==> src/sv/gslt_pkg.sv <==
package gslt_pkg;

    localparam int SLOT_DEPTH = 64;
    localparam int ROOT_DEPTH = 16;

    localparam logic [2:0] MODE_ALLOC    = 3'd0;
    localparam logic [2:0] MODE_RESOLVE  = 3'd1;
    localparam logic [2:0] MODE_MARK     = 3'd2;
    localparam logic [2:0] MODE_RECLAIM  = 3'd3;
    localparam logic [2:0] MODE_SCAN     = 3'd4;
    localparam logic [2:0] MODE_ROOT_ADD = 3'd5;
    localparam logic [2:0] MODE_ROOT_DEL = 3'd6;

    localparam logic [2:0] STS_OK         = 3'd0;
    localparam logic [2:0] STS_STALE      = 3'd1;
    localparam logic [2:0] STS_PENDING    = 3'd2;
    localparam logic [2:0] STS_ROOTS_FULL = 3'd3;
    localparam logic [2:0] STS_NO_VACANT  = 3'd4;

    localparam logic [1:0] SS_VACANT  = 2'd0;
    localparam logic [1:0] SS_LIVE    = 2'd1;
    localparam logic [1:0] SS_PENDING = 2'd2;
    localparam logic [1:0] SS_RETIRED = 2'd3;

    localparam logic [1:0] CFG_SLOTS     = 2'd0;
    localparam logic [1:0] CFG_ROOTS     = 2'd1;
    localparam logic [1:0] CFG_SLOT_SIZE = 2'd2;

    localparam logic [21:0] SUM_MAX = 22'h3FFFFF;
    localparam logic [15:0] GEN_TOP = 16'hFFFF;

    typedef enum logic [2:0] {
        ADDR_HOLD,
        ADDR_ZERO,
        ADDR_HIDX,
        ADDR_NEXT,
        ADDR_CURSOR
    } t_addr_sel;

    typedef enum logic [2:0] {
        OP_NONE,
        OP_RESOLVE,
        OP_ALLOC,
        OP_MARK,
        OP_DESTROY,
        OP_ROOT_ADD,
        OP_ROOT_DEL
    } t_op;

    typedef struct packed {
        logic       capture;
        t_addr_sel  addr_sel;
        t_op        op;
        logic       set_st;
        logic [2:0] st_code;
        logic       mul;
        logic       fin;
    } t_cmd;

    typedef struct packed {
        logic [2:0] mode;
        logic       n_zero;
        logic       hnd_ok;
        logic       slot_free;
        logic       slot_live;
        logic       slot_pend;
        logic       gen_eq;
        logic       addr_last;
        logic       scan_go;
    } t_stat;

    typedef struct packed {
        logic [2:0]  status;
        logic [5:0]  result_index;
        logic [15:0] result_generation;
        logic [6:0]  slots_visited;
        logic [6:0]  objects_destroyed;
        logic [6:0]  pending_count;
        logic [6:0]  occupied_count;
        logic [6:0]  retired_count;
        logic [4:0]  root_count;
        logic [21:0] payload_total;
        logic [21:0] fragmentation_bytes;
    } t_result;

endpackage

==> src/sv/gslt_in_if.sv <==
interface gslt_in_if;
    logic        valid;
    logic        ready;
    logic [2:0]  mode;
    logic [5:0]  handle_index;
    logic [15:0] handle_generation;
    logic [15:0] object_bytes;
    logic [6:0]  scan_budget;

    modport source(
        output valid, mode, handle_index, handle_generation, object_bytes, scan_budget,
        input  ready
    );
    modport sink(
        input  valid, mode, handle_index, handle_generation, object_bytes, scan_budget,
        output ready
    );
endinterface

==> src/sv/gslt_out_if.sv <==
interface gslt_out_if;
    logic        valid;
    logic        ready;
    logic [2:0]  status;
    logic [5:0]  result_index;
    logic [15:0] result_generation;
    logic [6:0]  slots_visited;
    logic [6:0]  objects_destroyed;
    logic [6:0]  pending_count;
    logic [6:0]  occupied_count;
    logic [6:0]  retired_count;
    logic [4:0]  root_count;
    logic [21:0] payload_total;
    logic [21:0] fragmentation_bytes;

    modport source(
        output valid, status, result_index, result_generation, slots_visited,
               objects_destroyed, pending_count, occupied_count, retired_count,
               root_count, payload_total, fragmentation_bytes,
        input  ready
    );
    modport sink(
        input  valid, status, result_index, result_generation, slots_visited,
               objects_destroyed, pending_count, occupied_count, retired_count,
               root_count, payload_total, fragmentation_bytes,
        output ready
    );
endinterface

==> src/sv/generational_slot_table.sv <==
// One item is in flight at a time; the next input is taken in the cycle after the result.
// Resolve, mark, reclaim and add root with a well-formed handle read the handle's slot;
// remove root, an unused mode, a rejected handle or an empty table read no slot; an
// allocation inspects slots from index zero upwards until one is free, and a scan
// visits slots from its cursor; the slot memory is read once per visit.
// Reset is synchronous and active low; per-slot valid bits make all slots read as vacant.
module generational_slot_table (
    input  logic        i_clk,
    input  logic        i_rst_n,
    input  logic        i_cfg_we,
    input  logic [1:0]  i_cfg_idx,
    input  logic [15:0] i_cfg_data,
    gslt_in_if.sink     i_req,
    gslt_out_if.source  o_rsp
);
    import gslt_pkg::*;

    t_cmd    cmd;
    t_stat   stat;
    t_result res;

    gslt_ctrl u_ctrl (
        .i_clk      (i_clk),
        .i_rst_n    (i_rst_n),
        .i_in_valid (i_req.valid),
        .o_in_ready (i_req.ready),
        .o_out_valid(o_rsp.valid),
        .i_out_ready(o_rsp.ready),
        .i_stat     (stat),
        .o_cmd      (cmd)
    );

    gslt_datapath u_dp (
        .i_clk              (i_clk),
        .i_rst_n            (i_rst_n),
        .i_cfg_we           (i_cfg_we),
        .i_cfg_idx          (i_cfg_idx),
        .i_cfg_data         (i_cfg_data),
        .i_mode             (i_req.mode),
        .i_handle_index     (i_req.handle_index),
        .i_handle_generation(i_req.handle_generation),
        .i_object_bytes     (i_req.object_bytes),
        .i_scan_budget      (i_req.scan_budget),
        .i_cmd              (cmd),
        .o_stat             (stat),
        .o_result           (res)
    );

    assign o_rsp.status = res.status;
    assign o_rsp.result_index = res.result_index;
    assign o_rsp.result_generation = res.result_generation;
    assign o_rsp.slots_visited = res.slots_visited;
    assign o_rsp.objects_destroyed = res.objects_destroyed;
    assign o_rsp.pending_count = res.pending_count;
    assign o_rsp.occupied_count = res.occupied_count;
    assign o_rsp.retired_count = res.retired_count;
    assign o_rsp.root_count = res.root_count;
    assign o_rsp.payload_total = res.payload_total;
    assign o_rsp.fragmentation_bytes = res.fragmentation_bytes;
endmodule

==> src/sv/gslt_ram.sv <==
module gslt_ram #(
    parameter int WIDTH = 16,
    parameter int DEPTH = 64
) (
    input  logic                             i_clk,
    input  logic                             i_we,
    input  logic [(DEPTH>1 ? $clog2(DEPTH) : 1)-1:0] i_waddr,
    input  logic [WIDTH-1:0]                 i_wdata,
    input  logic [(DEPTH>1 ? $clog2(DEPTH) : 1)-1:0] i_raddr,
    output logic [WIDTH-1:0]                 o_rdata
);
    logic [WIDTH-1:0] r_mem [DEPTH];

    always_ff @(posedge i_clk) begin
        if (i_we) begin
            r_mem[i_waddr] <= i_wdata;
        end
        o_rdata <= r_mem[i_raddr];
    end
endmodule

==> src/sv/gslt_datapath.sv <==
module gslt_datapath (
    input  logic              i_clk,
    input  logic              i_rst_n,
    input  logic              i_cfg_we,
    input  logic [1:0]        i_cfg_idx,
    input  logic [15:0]       i_cfg_data,
    input  logic [2:0]        i_mode,
    input  logic [5:0]        i_handle_index,
    input  logic [15:0]       i_handle_generation,
    input  logic [15:0]       i_object_bytes,
    input  logic [6:0]        i_scan_budget,
    input  gslt_pkg::t_cmd    i_cmd,
    output gslt_pkg::t_stat   o_stat,
    output gslt_pkg::t_result o_result
);
    import gslt_pkg::*;

    localparam int AW = SLOT_DEPTH > 1 ? $clog2(SLOT_DEPTH) : 1;

    logic [6:0]  r_slots;
    logic [4:0]  r_roots;
    logic [15:0] r_ssize;

    logic [2:0]  r_mode;
    logic [5:0]  r_hidx;
    logic [15:0] r_hgen;
    logic [15:0] r_obytes;
    logic [6:0]  r_budget;

    logic [AW-1:0] r_addr;
    logic [AW-1:0] r_cursor;
    logic          r_valid [SLOT_DEPTH];
    logic          r_vld_q;

    logic [6:0]  r_occ;
    logic [6:0]  r_pend;
    logic [6:0]  r_ret;
    logic [4:0]  r_act;
    logic [21:0] r_sum;

    logic [5:0]  r_rslot [ROOT_DEPTH];
    logic [15:0] r_rgen  [ROOT_DEPTH];

    logic [2:0]  r_status;
    logic [5:0]  r_ridx;
    logic [15:0] r_res_gen;
    logic [6:0]  r_visited;
    logic [6:0]  r_destroyed;
    logic [22:0] r_prod;
    logic [21:0] r_frag;

    logic [17:0]   slot_rd;
    logic [15:0]   pay_rd;
    logic          slot_we;
    logic [17:0]   slot_wd;
    logic [6:0]    n;
    logic [8:0]    rn;
    logic [1:0]    cur_st;
    logic [15:0]   cur_gen;
    logic [15:0]   alloc_gen;
    logic          can_adv;
    logic [AW-1:0] cur_fix;
    logic [6:0]    limit;
    logic [22:0]   sum_add;
    logic [22:0]   frag_diff;
    logic [ROOT_DEPTH-1:0] free_oh;
    logic [ROOT_DEPTH-1:0] del_oh;
    logic [ROOT_DEPTH-1:0] kill;
    logic          free_any;
    logic          del_any;
    logic [8:0]    kill_cnt;
    logic [4:0]    act_after_kill;

    gslt_ram #(.WIDTH(18), .DEPTH(SLOT_DEPTH)) u_slot_ram (
        .i_clk  (i_clk),
        .i_we   (slot_we),
        .i_waddr(r_addr),
        .i_wdata(slot_wd),
        .i_raddr(r_addr),
        .o_rdata(slot_rd)
    );

    gslt_ram #(.WIDTH(16), .DEPTH(SLOT_DEPTH)) u_pay_ram (
        .i_clk  (i_clk),
        .i_we   (i_cmd.op == OP_ALLOC),
        .i_waddr(r_addr),
        .i_wdata(r_obytes),
        .i_raddr(r_addr),
        .o_rdata(pay_rd)
    );

    always_comb begin
        n = (13'(r_slots) > 13'(SLOT_DEPTH)) ? 7'(SLOT_DEPTH) : r_slots;
        rn = (9'(r_roots) > 9'(ROOT_DEPTH)) ? 9'(ROOT_DEPTH) : 9'(r_roots);
        cur_st = r_vld_q ? slot_rd[17:16] : SS_VACANT;
        cur_gen = r_vld_q ? slot_rd[15:0] : 16'd0;
        alloc_gen = (cur_gen == 16'd0) ? 16'd1 : cur_gen + 16'd1;
        can_adv = (cur_gen != GEN_TOP);
        cur_fix = (13'(r_cursor) >= 13'(n)) ? '0 : r_cursor;
        limit = (r_budget < n) ? r_budget : n;
        sum_add = {1'b0, r_sum} + 23'(r_obytes);
        frag_diff = r_prod - 23'(r_sum);
    end

    always_comb begin
        slot_we = 1'b0;
        slot_wd = {cur_st, cur_gen};
        case (i_cmd.op)
            OP_ALLOC: begin
                slot_we = 1'b1;
                slot_wd = {SS_LIVE, alloc_gen};
            end
            OP_MARK: begin
                slot_we = 1'b1;
                slot_wd = {SS_PENDING, cur_gen};
            end
            OP_DESTROY: begin
                slot_we = 1'b1;
                slot_wd = {can_adv ? SS_VACANT : SS_RETIRED, cur_gen};
            end
            default: begin
                slot_we = 1'b0;
            end
        endcase
    end

    always_comb begin
        logic seen_free;
        logic seen_del;
        logic in_use;
        seen_free = 1'b0;
        seen_del = 1'b0;
        for (int i = 0; i < ROOT_DEPTH; i++) begin
            in_use = (9'(i) < rn);
            free_oh[i] = in_use && (r_rgen[i] == 16'd0) && !seen_free;
            del_oh[i] = in_use && (r_rgen[i] == r_hgen) && (r_rslot[i] == r_hidx) && !seen_del;
            kill[i] = in_use && (r_rgen[i] != 16'd0) && (r_rgen[i] == cur_gen)
                      && (r_rslot[i] == 6'(r_addr));
            seen_free = seen_free || free_oh[i];
            seen_del = seen_del || del_oh[i];
        end
        free_any = seen_free;
        del_any = seen_del && (r_hgen != 16'd0);
        kill_cnt = 9'($countones(kill));
        act_after_kill = (9'(r_act) > kill_cnt) ? 5'(9'(r_act) - kill_cnt) : 5'd0;
    end

    always_ff @(posedge i_clk) begin
        if (!i_rst_n) begin
            for (int i = 0; i < ROOT_DEPTH; i++) begin
                r_rslot[i] <= '0;
                r_rgen[i] <= '0;
            end
        end else begin
            for (int i = 0; i < ROOT_DEPTH; i++) begin
                if ((i_cmd.op == OP_DESTROY && kill[i])
                    || (i_cmd.op == OP_ROOT_DEL && del_any && del_oh[i])) begin
                    r_rslot[i] <= '0;
                    r_rgen[i] <= '0;
                end else if (i_cmd.op == OP_ROOT_ADD && free_oh[i]) begin
                    r_rslot[i] <= r_hidx;
                    r_rgen[i] <= r_hgen;
                end
            end
        end
    end

    always_ff @(posedge i_clk) begin
        if (i_cmd.capture) begin
            r_mode <= i_mode;
            r_hidx <= i_handle_index;
            r_hgen <= i_handle_generation;
            r_obytes <= i_object_bytes;
            r_budget <= i_scan_budget;
        end
        if (i_cmd.mul) begin
            r_prod <= 23'(r_occ) * 23'(r_ssize);
        end
        if (i_cmd.fin) begin
            if (r_prod <= 23'(r_sum)) begin
                r_frag <= '0;
            end else if (frag_diff > 23'(SUM_MAX)) begin
                r_frag <= SUM_MAX;
            end else begin
                r_frag <= 22'(frag_diff);
            end
        end
        r_vld_q <= r_valid[r_addr];
    end

    always_ff @(posedge i_clk) begin
        if (!i_rst_n) begin
            r_slots <= 7'd64;
            r_roots <= 5'd16;
            r_ssize <= 16'd64;
            r_addr <= '0;
            r_cursor <= '0;
            for (int i = 0; i < SLOT_DEPTH; i++) begin
                r_valid[i] <= 1'b0;
            end
            r_occ <= '0;
            r_pend <= '0;
            r_ret <= '0;
            r_act <= '0;
            r_sum <= '0;
            r_status <= STS_OK;
            r_ridx <= '0;
            r_res_gen <= '0;
            r_visited <= '0;
            r_destroyed <= '0;
        end else begin
            if (i_cfg_we) begin
                unique case (i_cfg_idx)
                    CFG_SLOTS:     r_slots <= i_cfg_data[6:0];
                    CFG_ROOTS:     r_roots <= i_cfg_data[4:0];
                    CFG_SLOT_SIZE: r_ssize <= i_cfg_data;
                    default: begin
                    end
                endcase
            end
            if (i_cmd.capture) begin
                r_status <= STS_OK;
                r_ridx <= '0;
                r_res_gen <= '0;
                r_visited <= '0;
                r_destroyed <= '0;
            end
            if (i_cmd.set_st) begin
                r_status <= i_cmd.st_code;
            end
            unique case (i_cmd.addr_sel)
                ADDR_ZERO: r_addr <= '0;
                ADDR_HIDX: r_addr <= AW'(r_hidx);
                ADDR_NEXT: r_addr <= r_addr + AW'(1);
                ADDR_CURSOR: begin
                    r_addr <= cur_fix;
                    r_cursor <= (13'(cur_fix) + 13'd1 >= 13'(n)) ? '0 : cur_fix + AW'(1);
                    r_visited <= r_visited + 7'd1;
                end
                default: begin
                end
            endcase
            unique case (i_cmd.op)
                OP_RESOLVE: begin
                    r_ridx <= r_hidx;
                    r_res_gen <= r_hgen;
                end
                OP_ALLOC: begin
                    r_valid[r_addr] <= 1'b1;
                    r_occ <= r_occ + 7'd1;
                    r_sum <= (sum_add > 23'(SUM_MAX)) ? SUM_MAX : 22'(sum_add);
                    r_ridx <= 6'(r_addr);
                    r_res_gen <= alloc_gen;
                end
                OP_MARK: begin
                    r_pend <= r_pend + 7'd1;
                end
                OP_DESTROY: begin
                    r_act <= act_after_kill;
                    if (!can_adv) begin
                        r_ret <= r_ret + 7'd1;
                    end
                    if (r_occ != 7'd0) begin
                        r_occ <= r_occ - 7'd1;
                    end
                    if (cur_st == SS_PENDING && r_pend != 7'd0) begin
                        r_pend <= r_pend - 7'd1;
                    end
                    if (r_sum >= 22'(pay_rd)) begin
                        r_sum <= r_sum - 22'(pay_rd);
                    end
                    r_destroyed <= r_destroyed + 7'd1;
                end
                OP_ROOT_ADD: begin
                    if (free_any) begin
                        r_act <= r_act + 5'd1;
                    end else begin
                        r_status <= STS_ROOTS_FULL;
                    end
                end
                OP_ROOT_DEL: begin
                    if (del_any) begin
                        if (r_act != 5'd0) begin
                            r_act <= r_act - 5'd1;
                        end
                    end else begin
                        r_status <= STS_STALE;
                    end
                end
                default: begin
                end
            endcase
        end
    end

    always_comb begin
        o_stat.mode = r_mode;
        o_stat.n_zero = (n == 7'd0);
        o_stat.hnd_ok = (r_hgen != 16'd0) && (7'(r_hidx) < n);
        o_stat.slot_free = (cur_st == SS_VACANT) && can_adv;
        o_stat.slot_live = (cur_st == SS_LIVE);
        o_stat.slot_pend = (cur_st == SS_PENDING);
        o_stat.gen_eq = (cur_gen == r_hgen);
        o_stat.addr_last = (13'(r_addr) + 13'd1 >= 13'(n));
        o_stat.scan_go = (r_visited < limit) && (r_pend != 7'd0);

        o_result.status = r_status;
        o_result.result_index = r_ridx;
        o_result.result_generation = r_res_gen;
        o_result.slots_visited = r_visited;
        o_result.objects_destroyed = r_destroyed;
        o_result.pending_count = r_pend;
        o_result.occupied_count = r_occ;
        o_result.retired_count = r_ret;
        o_result.root_count = r_act;
        o_result.payload_total = r_sum;
        o_result.fragmentation_bytes = r_frag;
    end
endmodule

==> src/sv/gslt_ctrl.sv <==
module gslt_ctrl (
    input  logic            i_clk,
    input  logic            i_rst_n,
    input  logic            i_in_valid,
    output logic            o_in_ready,
    output logic            o_out_valid,
    input  logic            i_out_ready,
    input  gslt_pkg::t_stat i_stat,
    output gslt_pkg::t_cmd  o_cmd
);
    import gslt_pkg::*;

    typedef enum logic [10:0] {
        S_IDLE = 11'b000_0000_0001,
        S_DISP = 11'b000_0000_0010,
        S_ARD  = 11'b000_0000_0100,
        S_ACHK = 11'b000_0000_1000,
        S_HRD  = 11'b000_0001_0000,
        S_HCHK = 11'b000_0010_0000,
        S_STST = 11'b000_0100_0000,
        S_SRD  = 11'b000_1000_0000,
        S_SCHK = 11'b001_0000_0000,
        S_MUL  = 11'b010_0000_0000,
        S_DONE = 11'b100_0000_0000
    } t_state;

    t_state r_state;
    t_state n_state;
    logic   r_fin;
    logic   match_any;
    logic   match_live;

    always_comb begin
        match_live = i_stat.slot_live && i_stat.gen_eq;
        match_any = (i_stat.slot_live || i_stat.slot_pend) && i_stat.gen_eq;
        n_state = r_state;
        o_cmd = '0;
        o_cmd.addr_sel = ADDR_HOLD;
        o_cmd.op = OP_NONE;
        o_cmd.st_code = STS_OK;
        o_in_ready = (r_state == S_IDLE);
        o_out_valid = (r_state == S_DONE) && !r_fin;
        unique case (r_state)
            S_IDLE: begin
                if (i_in_valid) begin
                    o_cmd.capture = 1'b1;
                    n_state = S_DISP;
                end
            end
            S_DISP: begin
                n_state = S_MUL;
                case (i_stat.mode)
                    MODE_ALLOC: begin
                        if (i_stat.n_zero) begin
                            o_cmd.set_st = 1'b1;
                            o_cmd.st_code = STS_NO_VACANT;
                        end else begin
                            o_cmd.addr_sel = ADDR_ZERO;
                            n_state = S_ARD;
                        end
                    end
                    MODE_RESOLVE, MODE_MARK, MODE_RECLAIM, MODE_ROOT_ADD: begin
                        if (i_stat.hnd_ok) begin
                            o_cmd.addr_sel = ADDR_HIDX;
                            n_state = S_HRD;
                        end else begin
                            o_cmd.set_st = 1'b1;
                            o_cmd.st_code = STS_STALE;
                        end
                    end
                    MODE_SCAN: n_state = S_STST;
                    MODE_ROOT_DEL: o_cmd.op = OP_ROOT_DEL;
                    default: begin
                        o_cmd.set_st = 1'b1;
                        o_cmd.st_code = STS_STALE;
                    end
                endcase
            end
            S_ARD: n_state = S_ACHK;
            S_ACHK: begin
                if (i_stat.slot_free) begin
                    o_cmd.op = OP_ALLOC;
                    n_state = S_MUL;
                end else if (i_stat.addr_last) begin
                    o_cmd.set_st = 1'b1;
                    o_cmd.st_code = STS_NO_VACANT;
                    n_state = S_MUL;
                end else begin
                    o_cmd.addr_sel = ADDR_NEXT;
                    n_state = S_ARD;
                end
            end
            S_HRD: n_state = S_HCHK;
            S_HCHK: begin
                n_state = S_MUL;
                if (i_stat.mode == MODE_RESOLVE) begin
                    if (match_live) begin
                        o_cmd.op = OP_RESOLVE;
                    end else begin
                        o_cmd.set_st = 1'b1;
                        o_cmd.st_code = STS_STALE;
                    end
                end else if (!match_any) begin
                    o_cmd.set_st = 1'b1;
                    o_cmd.st_code = STS_STALE;
                end else if (i_stat.mode == MODE_RECLAIM) begin
                    o_cmd.op = OP_DESTROY;
                end else if (i_stat.slot_pend) begin
                    o_cmd.set_st = 1'b1;
                    o_cmd.st_code = STS_PENDING;
                end else if (i_stat.mode == MODE_MARK) begin
                    o_cmd.op = OP_MARK;
                end else begin
                    o_cmd.op = OP_ROOT_ADD;
                end
            end
            S_STST: begin
                if (i_stat.scan_go) begin
                    o_cmd.addr_sel = ADDR_CURSOR;
                    n_state = S_SRD;
                end else begin
                    n_state = S_MUL;
                end
            end
            S_SRD: n_state = S_SCHK;
            S_SCHK: begin
                if (i_stat.slot_pend) begin
                    o_cmd.op = OP_DESTROY;
                end
                n_state = S_STST;
            end
            S_MUL: begin
                o_cmd.mul = 1'b1;
                n_state = S_DONE;
            end
            S_DONE: begin
                o_cmd.fin = r_fin;
                if (!r_fin && i_out_ready) begin
                    n_state = S_IDLE;
                end
            end
            default: n_state = S_IDLE;
        endcase
    end

    always_ff @(posedge i_clk) begin
        if (!i_rst_n) begin
            r_state <= S_IDLE;
            r_fin <= 1'b0;
        end else begin
            r_state <= n_state;
            r_fin <= (n_state == S_DONE) && (r_state != S_DONE);
        end
    end
endmodule
==> src/flat_wrapper.sv <==
// flat-port wrapper written by rule: the top's interface ports become plain ports
module generational_slot_table_flat import gslt_pkg::*;
  (i_clk, i_rst_n, i_cfg_we, i_cfg_idx, i_cfg_data, i_req_valid, i_req_mode, i_req_handle_index, i_req_handle_generation, i_req_object_bytes, i_req_scan_budget, i_req_ready, o_rsp_valid, o_rsp_status, o_rsp_result_index, o_rsp_result_generation, o_rsp_slots_visited, o_rsp_objects_destroyed, o_rsp_pending_count, o_rsp_occupied_count, o_rsp_retired_count, o_rsp_root_count, o_rsp_payload_total, o_rsp_fragmentation_bytes, o_rsp_ready);
  gslt_in_if i_req_i ();
  gslt_out_if o_rsp_i ();
  input  logic i_clk;
  input  logic i_rst_n;
  input  logic i_cfg_we;
  input  logic [1:0] i_cfg_idx;
  input  logic [15:0] i_cfg_data;
  input wire logic [$bits(i_req_i.valid)-1:0] i_req_valid;
  input wire logic [$bits(i_req_i.mode)-1:0] i_req_mode;
  input wire logic [$bits(i_req_i.handle_index)-1:0] i_req_handle_index;
  input wire logic [$bits(i_req_i.handle_generation)-1:0] i_req_handle_generation;
  input wire logic [$bits(i_req_i.object_bytes)-1:0] i_req_object_bytes;
  input wire logic [$bits(i_req_i.scan_budget)-1:0] i_req_scan_budget;
  output wire logic [$bits(i_req_i.ready)-1:0] i_req_ready;
  output wire logic [$bits(o_rsp_i.valid)-1:0] o_rsp_valid;
  output wire logic [$bits(o_rsp_i.status)-1:0] o_rsp_status;
  output wire logic [$bits(o_rsp_i.result_index)-1:0] o_rsp_result_index;
  output wire logic [$bits(o_rsp_i.result_generation)-1:0] o_rsp_result_generation;
  output wire logic [$bits(o_rsp_i.slots_visited)-1:0] o_rsp_slots_visited;
  output wire logic [$bits(o_rsp_i.objects_destroyed)-1:0] o_rsp_objects_destroyed;
  output wire logic [$bits(o_rsp_i.pending_count)-1:0] o_rsp_pending_count;
  output wire logic [$bits(o_rsp_i.occupied_count)-1:0] o_rsp_occupied_count;
  output wire logic [$bits(o_rsp_i.retired_count)-1:0] o_rsp_retired_count;
  output wire logic [$bits(o_rsp_i.root_count)-1:0] o_rsp_root_count;
  output wire logic [$bits(o_rsp_i.payload_total)-1:0] o_rsp_payload_total;
  output wire logic [$bits(o_rsp_i.fragmentation_bytes)-1:0] o_rsp_fragmentation_bytes;
  input wire logic [$bits(o_rsp_i.ready)-1:0] o_rsp_ready;
  assign i_req_i.valid = i_req_valid;
  assign i_req_i.mode = i_req_mode;
  assign i_req_i.handle_index = i_req_handle_index;
  assign i_req_i.handle_generation = i_req_handle_generation;
  assign i_req_i.object_bytes = i_req_object_bytes;
  assign i_req_i.scan_budget = i_req_scan_budget;
  assign i_req_ready = i_req_i.ready;
  assign o_rsp_valid = o_rsp_i.valid;
  assign o_rsp_status = o_rsp_i.status;
  assign o_rsp_result_index = o_rsp_i.result_index;
  assign o_rsp_result_generation = o_rsp_i.result_generation;
  assign o_rsp_slots_visited = o_rsp_i.slots_visited;
  assign o_rsp_objects_destroyed = o_rsp_i.objects_destroyed;
  assign o_rsp_pending_count = o_rsp_i.pending_count;
  assign o_rsp_occupied_count = o_rsp_i.occupied_count;
  assign o_rsp_retired_count = o_rsp_i.retired_count;
  assign o_rsp_root_count = o_rsp_i.root_count;
  assign o_rsp_payload_total = o_rsp_i.payload_total;
  assign o_rsp_fragmentation_bytes = o_rsp_i.fragmentation_bytes;
  assign o_rsp_i.ready = o_rsp_ready;
  generational_slot_table u_core (.i_clk(i_clk), .i_rst_n(i_rst_n), .i_cfg_we(i_cfg_we), .i_cfg_idx(i_cfg_idx), .i_cfg_data(i_cfg_data), .i_req(i_req_i), .o_rsp(o_rsp_i));
endmodule
==> config.mk <==
export PLATFORM = sky130hd
export DESIGN_NAME = generational_slot_table_flat
export DESIGN_NICKNAME = d
export VERILOG_FILES = /design/src/sv/gslt_pkg.sv /design/src/sv/gslt_in_if.sv /design/src/sv/gslt_out_if.sv /design/src/sv/generational_slot_table.sv /design/src/sv/gslt_ram.sv /design/src/sv/gslt_datapath.sv /design/src/sv/gslt_ctrl.sv /design/src/flat_wrapper.sv
export SDC_FILE = /design/constraint.sdc
export NUM_CORES = 2
export LEC_CHECK = 0
export ABC_AREA = 1
export BUFFER_PORTS_ARGS = -buffer_cell sky130_fd_sc_hd__buf_2
export CORE_MARGIN = 2
export CORE_UTILIZATION = 46
export CTS_CLUSTER_SIZE = 12
export DETAILED_ROUTE_END_ITERATION = 8
export PLACE_DENSITY_LB_ADDON = 0.2
export SLEW_MARGIN = 20
export SYNTH_ARGS = -nofsm -noshare
export SYNTH_HDL_FRONTEND = slang
export SYNTH_SLANG_ARGS = --single-unit
==> constraint.sdc <==
create_clock -name i_clk -period 6.3 [get_ports i_clk]
set_input_delay 0.945 -clock i_clk [delete_from_list [all_inputs] [get_ports i_clk]]
set_output_delay 0.945 -clock i_clk [all_outputs]
set_load 0.02 [all_outputs]
==> flow_summary.toml <==
[sta]
slew_violations = 0
tightest_slew_ps = 1290
max_slew_margin_pct = 12.9
setup_ws_ps = -399
fin_hold_ws_ps = 228
min_period_ps = 6700
hold_viol = 0
final.setup.tns_ps = -1830
post-route-period-util_pct = 106
fin_worst_skew_ps = 67.5
rsz0062_at_grt = "true"
fmax_mhz = 149
setup_viol = 5

[clock_network]
cts_htree_levels = 5
clk_latency_ps = 920
path_clk_slew_ps = 60
clock-sinks = 2859
holdBufCountCts = 0
numCtsBuffers = 310
ctsLongestPathBuffers = 4
cts_tree = "yes"
clock-root-buffer = "clkbuf_16"

[synthesis]
syn_avg_cell_area_um2 = 12.4
synth_top_flop_cell = "edfxtp_1"
seq_area_frac_synth_pct = 67.3
yosys_register_bits = 2859
synth_area_um2 = 124000
syn_nets = 10300
ys_types = 68
postSynth.asyncResetShare_pct = 0
synth_warnings = 0
synth-edff-count = 2621
syn_inst = 10000

[route]
drt_iter0_drc = 11500
postRouteAntennaNets = 0
num_vias = 89200
postRouteWirelength_um = 444000
drc_errors = 0
via_per_inst = 6.12
first_pass_iters = 8
drt-wirelength-per-cell_um = 30.4

[outcome]
status = "finished, violations left"
violations = "setup timing"

[setup_path]
cp_data_required_time_ps = 7070
crit_path_end_kind = "flop"
max_stage_delay_ps = 560
critical_path_class = "reg -> reg"
crit_path_start_kind = "flop"
crit_fanout = 6
crit_slowest_cell = "fa_1"
crit_buf_inv = 9
cp_top_family = "adder cells"
crit_top_cell = "nor2_1"
worstPathArrival_ps = 7470

[final_layout]
final_cell_mix = "edfxtp_1 (2621), nand2_1 (1606), buf_4 (773), nor2_1 (691), inv_1 (683)"
fin_cells = 14600
syn_to_final_growth_pct = 16.6
drive_gt1_share_pct = 15.5
fill_cells = 22400
fin_nets = 11100
fin_area_um2 = 145000
seq_area_um2 = 83500
multiInputGateArea_um2 = 36100
final_core_util_pct = 54.0
layout_commonest_cell = "edfxtp_1"

[power]
cellInternalPower_mw = 31.2
ir_drop_mv = 0.228
netSwitchingFraction_pct = 22.6
p_per_area_nw_per_um2 = 278
leakage_nw = 54.7
total_power_mw = 40.3
clkPwrFrac_pct = 43.1
combPwrFrac_pct = 4.9
p_seq_share_pct = 52.0
switching_power_mw = 9.11

[floorplan]
dieArea_um2 = 274000
die_w_um = 523
die_y_um = 523
pin_count = 182
rows = 190
core_um2 = 268000
start_util_pct = 46.3

[placement]
place_ws_ps = -812
place_area_um2 = 135000
place_congestion = 1.05
io_buffers = 181
dp.cells = 14000
dpl.hpwl_um = 286000

[grt]
grt_antenna_before_repair = 25
grt_pass1_vias = 85000
grt-ovfl-total = 0
grt_usage_pct = 31.7
grt_pass1_wl_um = 627000
grt_start_max_net_pins = 107

[worst_hold_path]
hold_path_class = "in -> reg"

[run]
max_cap_viol_count = 0
==> cell usage after synthesis, types with 27 or more instances <==
cell,count,share of area (%)
edfxtp_1,2621,63
nand2_1,1610,4.9
nor2_1,722,2.2
inv_1,695,2.1
nand4_1,376,1.9
a22oi_1,358,2.2
a21oi_1,313,1.3
a221oi_1,300,2.1
clkbuf_1,289,0.87
xor2_1,269,1.9
a22o_1,254,1.8
dfxtp_1,238,3.8
o21ai_0,236,0.95
nand3_1,222,0.90
o22ai_1,190,0.96
xnor2_1,169,1.2
ha_1,165,1.7
buf_1,141,0.43
nor4_1,111,0.56
buf_2,95,0.38
fa_1,86,1.4
nor3_1,73,0.29
nor2_2,45,0.23
o21a_1,38,0.23
a31oi_1,36,0.18
a211oi_1,34,0.21
inv_2,27,0.082
==> worst register-to-register path: cells and delay by family (launching register included) <==
kind	cells	cell delay, ps
fa+ha+maj	7	2960
simple gates	13	1580
buf+inv	9	960
compound gates	4	580
flops	1	360
xor+xnor	1	150
==> flip-flops by register name, indices dropped and copies added (netlist names), 11 cells and up <==
name / flops
u_core.u_dp.u_pay_ram.r_mem: 1024
u_core.u_dp.u_slot_ram.r_mem: 1152
u_core.u_dp.r_sum: 22
u_core.u_dp.u_slot_ram.o_rdata: 18
u_core.u_dp.r_rslot: 96
u_core.u_dp.r_hgen: 16
u_core.u_ctrl.r_state: 11
u_core.u_dp.r_res_gen: 16
u_core.u_dp.u_pay_ram.o_rdata: 16
u_core.u_dp.r_ssize: 16
u_core.u_dp.r_valid: 64
u_core.u_dp.r_frag: 22
u_core.u_dp.r_rgen: 256
u_core.u_dp.r_obytes: 16
u_core.u_dp.r_prod: 23
==> logic make-up (layout without fill, tap and decap cells) <==
kind of cell	after synthesis	count (layout)	synth area share, %
compound gates	1878	1878	10.7
simple gates	3274	3274	11.7
fa+ha+maj	251	251	3.05
buf+inv	1304	2318	4.25
flops	2859	2859	67.3
other cells	0	6	0
xor+xnor	438	438	3.09
==> cell type report <==
type | instances | area share (%)
clock inverter | 107 | 0.677
timing repair buffer | 1046 | 5.83
multi-input combinational | 5841 | 24.9
tap | 3552 | 3.07
antenna | 6 | 0.0104
sequential | 2859 | 57.7
clock buffer | 431 | 5.89
inverter | 734 | 1.93
==> final timing paths <==
check | startpoint | to | slack (ps) | cells after the start
worst max-delay path | u_core.u_dp.r_vld_q | u_core.u_dp.r_act[3] | -400 | 34
worst min register to register | u_core.u_dp.r_valid[51] | u_core.u_dp.r_valid[51] | 470 | 2
worst min-delay path | i_req_object_bytes[8] | u_core.u_dp.r_obytes[8] | 230 | 1
worst max register to register | u_core.u_dp.r_vld_q | u_core.u_dp.r_act[3] | -400 | 34
==> power by group through the flow <==
stage               sequential (mW)  combinational [mW]  clock (mW)
finish                         20.9                1.98        17.4
global route                   20.9                2.06        18.3
CTS                            20.9                1.92        17.6
detailed placement             21.3                1.91           0
global placement               21.3                1.90           0
floorplan                      21.3               0.831           0
==> repair_timing <==
item                       CTS  global route
pin swaps                   13            12
gates resized for setup     69            23
setup endpoints to repair    5             5
gates cloned                 1             0
buffers inserted            20            13
==> metal layers <==
metal	share of wire, %	vias up	track usage (%)	routed length (um)
met5	0.037	-	0	162
met4	4.7	18	13.2	21000
met3	9.8	961	5.61	43600
met2	44	4977	47.5	195000
met1	42	44800	45.8	185000
li1	-	38500	-	-
No activity file was read; power rests on OpenSTA's default activity.
